`src/rtl/tedu_pkg.sv`:
```
package tedu_pkg;

    // one input item
    typedef struct packed {
        logic [7:0] in_byte;
        logic       part_last;
    } in_item_t;

    // one result item
    typedef struct packed {
        logic [7:0] data_byte;
        logic       has_byte;
        logic       run_last;
        logic       part_end;
    } out_item_t;

    // decode_mode values; the spare code decodes as pass-through
    localparam logic [1:0] MODE_PASS  = 2'd0;
    localparam logic [1:0] MODE_B64   = 2'd1;
    localparam logic [1:0] MODE_QP    = 2'd2;
    localparam logic [1:0] MODE_SPARE = 2'd3;

    localparam int unsigned MaxResults = 3;
    localparam int unsigned CntW       = 2;

    // all results caused by one input item, oldest in slot 0
    typedef struct packed {
        logic [MaxResults-1:0][7:0] bytes;
        logic [CntW-1:0]            cnt;
        logic                       has_byte;
        logic                       part_end;
    } bundle_t;

    localparam int unsigned QDepth = 4;
    localparam int unsigned QPtrW  = $clog2(QDepth);
    localparam int unsigned QCntW  = $clog2(QDepth + 1);

endpackage

```
`src/rtl/tedu_front.sv`:
```
module tedu_front (
    input  logic                clk,
    input  logic                rst_n,
    input  logic                cfg_we,
    input  logic [1:0]          cfg_data,
    input  logic                src_valid,
    output logic                src_stall,
    input  tedu_pkg::in_item_t  src_item,
    input  logic                q_full,
    output logic                push,
    output tedu_pkg::bundle_t   push_bundle
);

    localparam logic [1:0] QP_IDLE = 2'd0;
    localparam logic [1:0] QP_EQ   = 2'd1;
    localparam logic [1:0] QP_HEX  = 2'd2;
    localparam logic [1:0] QP_CR   = 2'd3;

    localparam logic [7:0] CH_EQ = 8'h3D;
    localparam logic [7:0] CH_CR = 8'h0D;
    localparam logic [7:0] CH_LF = 8'h0A;

    function automatic logic is_hex(input logic [7:0] c);
        is_hex = (c inside {[8'h30:8'h39], [8'h41:8'h46], [8'h61:8'h66]});
    endfunction

    function automatic logic [3:0] hex_val(input logic [7:0] c);
        logic [7:0] t;
        t = (c | 8'h20) - 8'h57;
        if (c inside {[8'h30:8'h39]})
            hex_val = c[3:0];
        else
            hex_val = t[3:0];
    endfunction

    // msb set when the byte is in the base64 alphabet
    function automatic logic [6:0] sextet_of(input logic [7:0] c);
        logic [7:0] t;
        t = 8'h00;
        sextet_of = 7'd0;
        if (c inside {[8'h41:8'h5A]}) begin
            t = c - 8'h41;
            sextet_of = {1'b1, t[5:0]};
        end else if (c inside {[8'h61:8'h7A]}) begin
            t = c - 8'h61 + 8'd26;
            sextet_of = {1'b1, t[5:0]};
        end else if (c inside {[8'h30:8'h39]}) begin
            t = c - 8'h30 + 8'd52;
            sextet_of = {1'b1, t[5:0]};
        end else if (c == 8'h2B) begin
            sextet_of = {1'b1, 6'd62};
        end else if (c == 8'h2F) begin
            sextet_of = {1'b1, 6'd63};
        end
    endfunction

    logic [1:0]  mode_reg;
    logic [1:0]  phase_reg, phase_next;
    logic [7:0]  held_reg, held_next;
    logic [11:0] sbuf_reg, sbuf_next;
    logic [2:0]  bits_reg, bits_next;
    logic        pad_reg, pad_next;

    logic        accept;

    assign src_stall = q_full;
    assign accept    = src_valid && !q_full;
    assign push      = accept;

    always_comb
    begin
        logic [7:0] b;
        logic [7:0] e [4];
        logic [1:0] n;
        logic [6:0] sx;
        logic [3:0] sum;
        logic       do_idle;
        b          = src_item.in_byte;
        e[0]       = 8'h00;
        e[1]       = 8'h00;
        e[2]       = 8'h00;
        e[3]       = 8'h00;
        n          = 2'd0;
        sx         = sextet_of(b);
        sum        = {1'b0, bits_reg} + 4'd6;
        do_idle    = 1'b0;
        phase_next = phase_reg;
        held_next  = held_reg;
        sbuf_next  = sbuf_reg;
        bits_next  = bits_reg;
        pad_next   = pad_reg;

        if (mode_reg == tedu_pkg::MODE_B64) begin
            if (!pad_reg) begin
                if (b == CH_EQ) begin
                    pad_next = 1'b1;
                end else if (sx[6]) begin
                    sbuf_next = {sbuf_reg[5:0], sx[5:0]};
                    if (sum >= 4'd8) begin
                        e[n] = 8'(sbuf_next >> sum[2:0]);
                        n    = n + 2'd1;
                    end
                    bits_next = sum[2:0];
                end
            end
        end else if (mode_reg == tedu_pkg::MODE_QP) begin
            case (phase_reg)
                QP_IDLE: do_idle = 1'b1;
                QP_EQ:
                begin
                    if (b == CH_CR) begin
                        phase_next = QP_CR;
                    end else if (b == CH_LF) begin
                        phase_next = QP_IDLE;
                    end else if (is_hex(b)) begin
                        held_next  = b;
                        phase_next = QP_HEX;
                    end else begin
                        e[n]       = CH_EQ;
                        n          = n + 2'd1;
                        phase_next = QP_IDLE;
                        do_idle    = 1'b1;
                    end
                end
                QP_HEX:
                begin
                    phase_next = QP_IDLE;
                    if (is_hex(b)) begin
                        e[n] = {hex_val(held_reg), hex_val(b)};
                        n    = n + 2'd1;
                    end else begin
                        e[n] = CH_EQ;
                        n    = n + 2'd1;
                        e[n] = held_reg;
                        n    = n + 2'd1;
                        do_idle = 1'b1;
                    end
                end
                QP_CR:
                begin
                    phase_next = QP_IDLE;
                    do_idle    = (b != CH_LF);
                end
                default: do_idle = 1'b1;
            endcase
            if (do_idle) begin
                if (b == CH_EQ) begin
                    phase_next = QP_EQ;
                end else begin
                    e[n] = b;
                    n    = n + 2'd1;
                end
            end
        end else begin
            e[n] = b;
            n    = n + 2'd1;
        end

        if (src_item.part_last) begin
            // flush an unfinished escape literally
            if (mode_reg == tedu_pkg::MODE_QP) begin
                if (phase_next == QP_EQ) begin
                    e[n] = CH_EQ;
                    n    = n + 2'd1;
                end else if (phase_next == QP_HEX) begin
                    e[n] = CH_EQ;
                    n    = n + 2'd1;
                    e[n] = held_next;
                    n    = n + 2'd1;
                end
            end
            phase_next = QP_IDLE;
            held_next  = 8'h00;
            sbuf_next  = 12'h000;
            bits_next  = 3'd0;
            pad_next   = 1'b0;
        end

        push_bundle.bytes    = {e[2], e[1], e[0]};
        push_bundle.part_end = src_item.part_last;
        if (n == 2'd0) begin
            push_bundle.cnt      = 2'd1;
            push_bundle.has_byte = 1'b0;
        end else begin
            push_bundle.cnt      = n;
            push_bundle.has_byte = 1'b1;
        end
    end

    always_ff @(posedge clk or negedge rst_n)
    begin
        if (!rst_n) begin
            mode_reg  <= tedu_pkg::MODE_PASS;
            phase_reg <= QP_IDLE;
            held_reg  <= 8'h00;
            sbuf_reg  <= 12'h000;
            bits_reg  <= 3'd0;
            pad_reg   <= 1'b0;
        end else begin
            if (cfg_we)
                mode_reg <= cfg_data;
            if (accept) begin
                phase_reg <= phase_next;
                held_reg  <= held_next;
                sbuf_reg  <= sbuf_next;
                bits_reg  <= bits_next;
                pad_reg   <= pad_next;
            end
        end
    end

endmodule

```
`src/rtl/tedu_queue.sv`:
```
module tedu_queue (
    input  logic              clk,
    input  logic              rst_n,
    input  logic              push,
    input  tedu_pkg::bundle_t push_bundle,
    output logic              full,
    input  logic              pop,
    output logic              empty,
    output tedu_pkg::bundle_t head
);

    tedu_pkg::bundle_t slot_reg [tedu_pkg::QDepth];

    logic [tedu_pkg::QPtrW-1:0] wr_reg, rd_reg;
    logic [tedu_pkg::QCntW-1:0] cnt_reg, cnt_next;

    assign full  = (cnt_reg == tedu_pkg::QCntW'(tedu_pkg::QDepth));
    assign empty = (cnt_reg == '0);
    assign head  = slot_reg[rd_reg];

    always_comb
    begin
        cnt_next = cnt_reg;
        if (push && !pop)
            cnt_next = cnt_reg + tedu_pkg::QCntW'(1);
        else if (pop && !push)
            cnt_next = cnt_reg - tedu_pkg::QCntW'(1);
    end

    always_ff @(posedge clk or negedge rst_n)
    begin
        if (!rst_n) begin
            wr_reg  <= '0;
            rd_reg  <= '0;
            cnt_reg <= '0;
        end else begin
            if (push)
                wr_reg <= wr_reg + tedu_pkg::QPtrW'(1);
            if (pop)
                rd_reg <= rd_reg + tedu_pkg::QPtrW'(1);
            cnt_reg <= cnt_next;
        end
    end

    always_ff @(posedge clk)
    begin
        if (push)
            slot_reg[wr_reg] <= push_bundle;
    end

endmodule

```
`src/rtl/tedu_back.sv`:
```
module tedu_back (
    input  logic                clk,
    input  logic                rst_n,
    input  logic                empty,
    input  tedu_pkg::bundle_t   head,
    output logic                pop,
    output logic                dst_valid,
    input  logic                dst_stall,
    output tedu_pkg::out_item_t dst_item
);

    logic [tedu_pkg::CntW-1:0] idx_reg, idx_next;
    logic                      valid_reg;
    tedu_pkg::out_item_t       out_reg, out_next;
    logic                      load;
    logic                      run_end;
    logic [7:0]                cur_byte;

    // output register takes a new result from a non-empty queue whenever it is empty or being taken
    assign load    = (!valid_reg || !dst_stall) && !empty;
    assign run_end = (idx_reg == head.cnt - 2'd1);
    assign pop     = load && run_end;

    always_comb
    begin
        case (idx_reg)
            2'd0:    cur_byte = head.bytes[0];
            2'd1:    cur_byte = head.bytes[1];
            2'd2:    cur_byte = head.bytes[2];
            default: cur_byte = 8'h00;
        endcase
        out_next.data_byte = cur_byte;
        out_next.has_byte  = head.has_byte;
        out_next.run_last  = run_end;
        out_next.part_end  = run_end && head.part_end;
        idx_next = run_end ? '0 : idx_reg + 2'd1;
    end

    always_ff @(posedge clk or negedge rst_n)
    begin
        if (!rst_n) begin
            idx_reg   <= '0;
            valid_reg <= 1'b0;
        end else begin
            if (load) begin
                idx_reg   <= idx_next;
                valid_reg <= 1'b1;
            end else if (!dst_stall) begin
                valid_reg <= 1'b0;
            end
        end
    end

    always_ff @(posedge clk)
    begin
        if (load)
            out_reg <= out_next;
    end

    assign dst_valid = valid_reg;
    assign dst_item  = out_reg;

endmodule

```
`src/rtl/transfer_encoding_decoder_unit.sv`:
```
// channel   direction  payload     handshake
// src       in         in_item_t   src_valid / src_stall
// dst       out        out_item_t  dst_valid / dst_stall
// cfg       in         decode_mode cfg_we / cfg_data
//
// the front decodes one item per cycle into a bundle of one to three results
// and pushes it into a four-entry queue; the back sends one result per cycle
// unless dst_stall, through a registered output; items with one result each
// flow at one per cycle unless dst_stall; src_stall rises only when the
// queue is full. reset (rst_n, async) clears all decode state and the mode
module transfer_encoding_decoder_unit (
    input  logic                clk,
    input  logic                rst_n,
    input  logic                cfg_we,
    input  logic [1:0]          cfg_data,
    input  logic                src_valid,
    output logic                src_stall,
    input  tedu_pkg::in_item_t  src_item,
    output logic                dst_valid,
    input  logic                dst_stall,
    output tedu_pkg::out_item_t dst_item
);

    logic              q_full;
    logic              q_empty;
    logic              push;
    logic              pop;
    tedu_pkg::bundle_t push_bundle;
    tedu_pkg::bundle_t head;

    tedu_front u_front (
        .clk         (clk),
        .rst_n       (rst_n),
        .cfg_we      (cfg_we),
        .cfg_data    (cfg_data),
        .src_valid   (src_valid),
        .src_stall   (src_stall),
        .src_item    (src_item),
        .q_full      (q_full),
        .push        (push),
        .push_bundle (push_bundle)
    );

    tedu_queue u_queue (
        .clk         (clk),
        .rst_n       (rst_n),
        .push        (push),
        .push_bundle (push_bundle),
        .full        (q_full),
        .pop         (pop),
        .empty       (q_empty),
        .head        (head)
    );

    tedu_back u_back (
        .clk       (clk),
        .rst_n     (rst_n),
        .empty     (q_empty),
        .head      (head),
        .pop       (pop),
        .dst_valid (dst_valid),
        .dst_stall (dst_stall),
        .dst_item  (dst_item)
    );

endmodule

```
`config.mk`:
```
export PLATFORM = sky130hd
export DESIGN_NAME = transfer_encoding_decoder_unit
export DESIGN_NICKNAME = d
export VERILOG_FILES = /design/src/rtl/tedu_pkg.sv /design/src/rtl/tedu_front.sv /design/src/rtl/tedu_queue.sv /design/src/rtl/tedu_back.sv /design/src/rtl/transfer_encoding_decoder_unit.sv
export SDC_FILE = /design/constraint.sdc
export NUM_CORES = 1
export LEC_CHECK = 0
export BUFFER_PORTS_ARGS = -buffer_cell sky130_fd_sc_hd__buf_2
export CORE_ASPECT_RATIO = 2
export CORE_UTILIZATION = 67
export DETAILED_ROUTE_END_ITERATION = 12
export HOLD_SLACK_MARGIN = 0.12
export MAX_ROUTING_LAYER = met4
export PLACE_DENSITY = 0.85
export RECOVER_POWER = 25
export SYNTH_ARGS = -nofsm -noshare
export SYNTH_HDL_FRONTEND = slang
export SYNTH_SLANG_ARGS = --single-unit
```
`constraint.sdc`:
```
create_clock -name clk -period 8.7 [get_ports clk]
set_clock_uncertainty 0.2 [all_clocks]
set_input_delay 1.305 -clock clk [delete_from_list [all_inputs] [get_ports clk]]
set_output_delay 1.305 -clock clk [all_outputs]
set_load 0.01 [all_outputs]
```
==> metrics.cfg <==
[synth]
synth_nets = 748
yosysWarnings = 0
ys_seq_elements = 154
ys.flop_type = edfxtp_1
synthCells = 700
synth-async-reset-ratio_pct = 20.1
netlist_area_um2 = 8590
ys_seq_area_share_pct = 52.1
ys_types = 89
synth_edf_count = 123
syn_avg_cell_area_um2 = 12.3

[power]
power_frac_comb_pct = 36.2
p_seq_share_pct = 38.5
leakagePower_nw = 3.34
intPower_mw = 1.83
power_density_nw_per_um2 = 312
p_clk_share_pct = 25.3
switchingPower_mw = 1.08
peakVddDrop_mv = 0.414
swShare_pct = 37.2

[worst_setup_path]
cp_max_fo = 19
path_delay_family = compound AO/OA/AOI/OAI gates
cp_data_arrival_time_ns = 5.90
r2r_slack_ns = 3.37
r2r-end = u_queue.cnt_reg[2]$_DFFE_PN0P_
slowest_delay_ns = 0.55
cp_slowest_cell = or4_1
crit_path_start = src_item[3]
end_kind = flop
startpoint_type = input port
rr_worst_depth = 13
r2r_start = u_queue.rd_reg[0]$_DFFE_PN0P_
cp_cell_sequence = buf_2 -> inv_1 -> ha_1 -> nor2b_1 -> o21a_1 -> o221a_2 -> or4_1 -> o311ai_0 -> o221ai_1 -> inv_1 -> ha_1 -> a41o_1 -> o21a_1 -> nand2_1 -> a32oi_1
critical_path_class = input port to flop
path_buf_inv = 3
cp.required_ns = 8.64
path_depth = 15

[run_status]
outcome = complete, but fails checks
violations = max-capacitance violations, max-slew violations

[timing]
period_minus_slack_ns = 5.97
slew_headroom_pct = -65.4
max_clock_freq_mhz = 168
hold_violations = 0
setup_viol = 0
setup_tns_ns = 0
worstMarginPinSlew_ns = 2.48
rsz0062_at_grt = false
period_share_pct = 68.6
finalMaxSlewViolations = 132

[clock_tree]
htreeDepth = 4
numCtsBuffers = 17
post-cts-setup-buffer-count = 0
cts.clk_slew.worst_paths_ns = 0.08
cts_sinks = 154
cts_resized = 0
cts_tree = done
holdBufCountCts = 0
root_buffer = clkbuf_16
clk_path_buf_depth = 2
clock_latency_ns = 0.44

[floorplanning]
pin_count = 29
core_area_um2 = 12600
row_count = 58
die_h_um = 162
die-width_um = 82.0
start_util_pct = 68.4
dieArea_um2 = 13300

[placed_design]
placed_area_um2 = 8810
place.gp.congestion = 1.05
dp_hpwl_mm = 18.4
port_buffers = 28

[route]
wl_mm = 26.1
drc_errors = 0
firstDrtPassIters = 8
wl_per_cell_um = 29.8
num_vias = 6586
ant_nets = 0
first_iter_violations = 656
avgViaCountPerCell = 7.51

[final_layout]
postLayoutCellArea_um2 = 9350
syn_to_final_growth_pct = 8.95
fillers = 799
n_antenna_cell = 0
final_cell_mix = edfxtp_1 (123), nand2_1 (69), nor2_1 (33), a21oi_1 (33), ha_1 (31)
final_common_cell = edfxtp_1
largest_reg_flops = 112
layout-drive-gt1-share_pct = 16.6
nets = 762

[grt]
grt_max_degree = 40
grtUsageTotal_pct = 43.1
grt_pass1_vias = 6556
antenna_found_initial = 0
grt-ovfl-total = 0
grt_pass1_wl_mm = 38.6

[hold_path]
min-delay-start = u_front.sbuf_reg[4]$_DFFE_PN0P_
hold_depth = 2
hold_path.class = flop to flop
hold_end = u_front.sbuf_reg[4]$_DFFE_PN0P_

[job]
cap_violations = 4

layout make-up:
cell class | count | area [um2] | share of cell area, %
multi-input cells | 478 | 3830 | 41.0
well taps | 150 | 188 | 2.01
clock inverters | 15 | 155 | 1.66
clock buffers | 17 | 425 | 4.55
inverters | 23 | 86.3 | 0.923
repair buffers | 40 | 198 | 2.11
flip-flops and latches | 154 | 4470 | 47.8
cells in the mapped netlist, types with 19 or more instances:
| cell type | n | share of area [%] |
|---|---|---|
| a21oi_1 | 33 | 1.9 |
| inv_1 | 22 | 0.96 |
| nand2_1 | 69 | 3.0 |
| nor2_1 | 33 | 1.4 |
| clkbuf_1 | 31 | 1.4 |
| ha_1 | 31 | 4.5 |
| a22oi_1 | 27 | 2.4 |
| o21ai_0 | 21 | 1.2 |
| mux4_2 | 30 | 7.9 |
| edfxtp_1 | 123 | 43 |
| dfrtp_1 | 31 | 9.0 |
| nand3_1 | 19 | 1.1 |
cell families (layout without fill, tap and decap cells):
group | Yosys count | in the layout | synth area share (%)
AOI/OAI and AO/OA | 199 | 199 | 17.8
adders and majority gates | 32 | 32 | 4.75
xor gates and xnor gates | 13 | 13 | 1.33
DFF | 154 | 154 | 52.1
buffers and inverters | 68 | 95 | 3.32
muxes | 41 | 41 | 9.25
and+or+nand+nor | 193 | 193 | 11.5
tightest hold or removal path, delay by kind of cell, from the launching register on:
kind            cells  cell delay, ns
compound gates      1            0.06
flops               1            0.35
simple gates        1            0.05
through the flow:
step,power [mW],instances,utilization [%],hold slack (ns),setup WS [ns]
after CTS,2.89,877,74.8,0.286,3.15
final,2.92,877,74.5,0.289,2.74
after floorplan,1.83,700,-,0.245,3.71
after global placement,2.09,845,70.1,0.261,2.82
after detailed placement,2.15,845,70.1,0.269,2.72
after global routing,3.04,877,74.5,0.309,2.48
how the worst max path moves through the flow:
stage                                        endpoint  slack [ns]
floorplan            u_queue.slot_reg[0][1]$_DFFE_PP_        3.71
detailed placement  u_queue.slot_reg[2][12]$_DFFE_PP_        2.72
finish              u_queue.slot_reg[3][12]$_DFFE_PP_        2.74
CTS                 u_queue.slot_reg[3][12]$_DFFE_PP_        3.15
global placement     u_queue.slot_reg[0][1]$_DFFE_PP_        2.82
global route        u_queue.slot_reg[3][12]$_DFFE_PP_        2.48
power by group through the flow:
| stage | Combinational [mW] | Sequential, mW | Clock (mW) |
|---|---|---|---|
| final | 1.06 | 1.12 | 0.737 |
| after global routing | 1.13 | 1.14 | 0.764 |
| after CTS | 1.04 | 1.12 | 0.735 |
| after detailed placement | 1.03 | 1.13 | 0 |
| after global placement | 0.979 | 1.11 | 0 |
| after floorplan | 0.724 | 1.11 | 0 |
routing by layer:
metal / vias to the layer above / global-route usage [%] / wire, um
met5: - / - / 0
met4: 0 / 34.6 / 2480
met3: 189 / 8.54 / 1980
met2: 469 / 71.8 / 13800
met1: 3153 / 41.5 / 7810
li1: 2775 / - / -
Note: power is estimated with default switching activity, not from simulation.
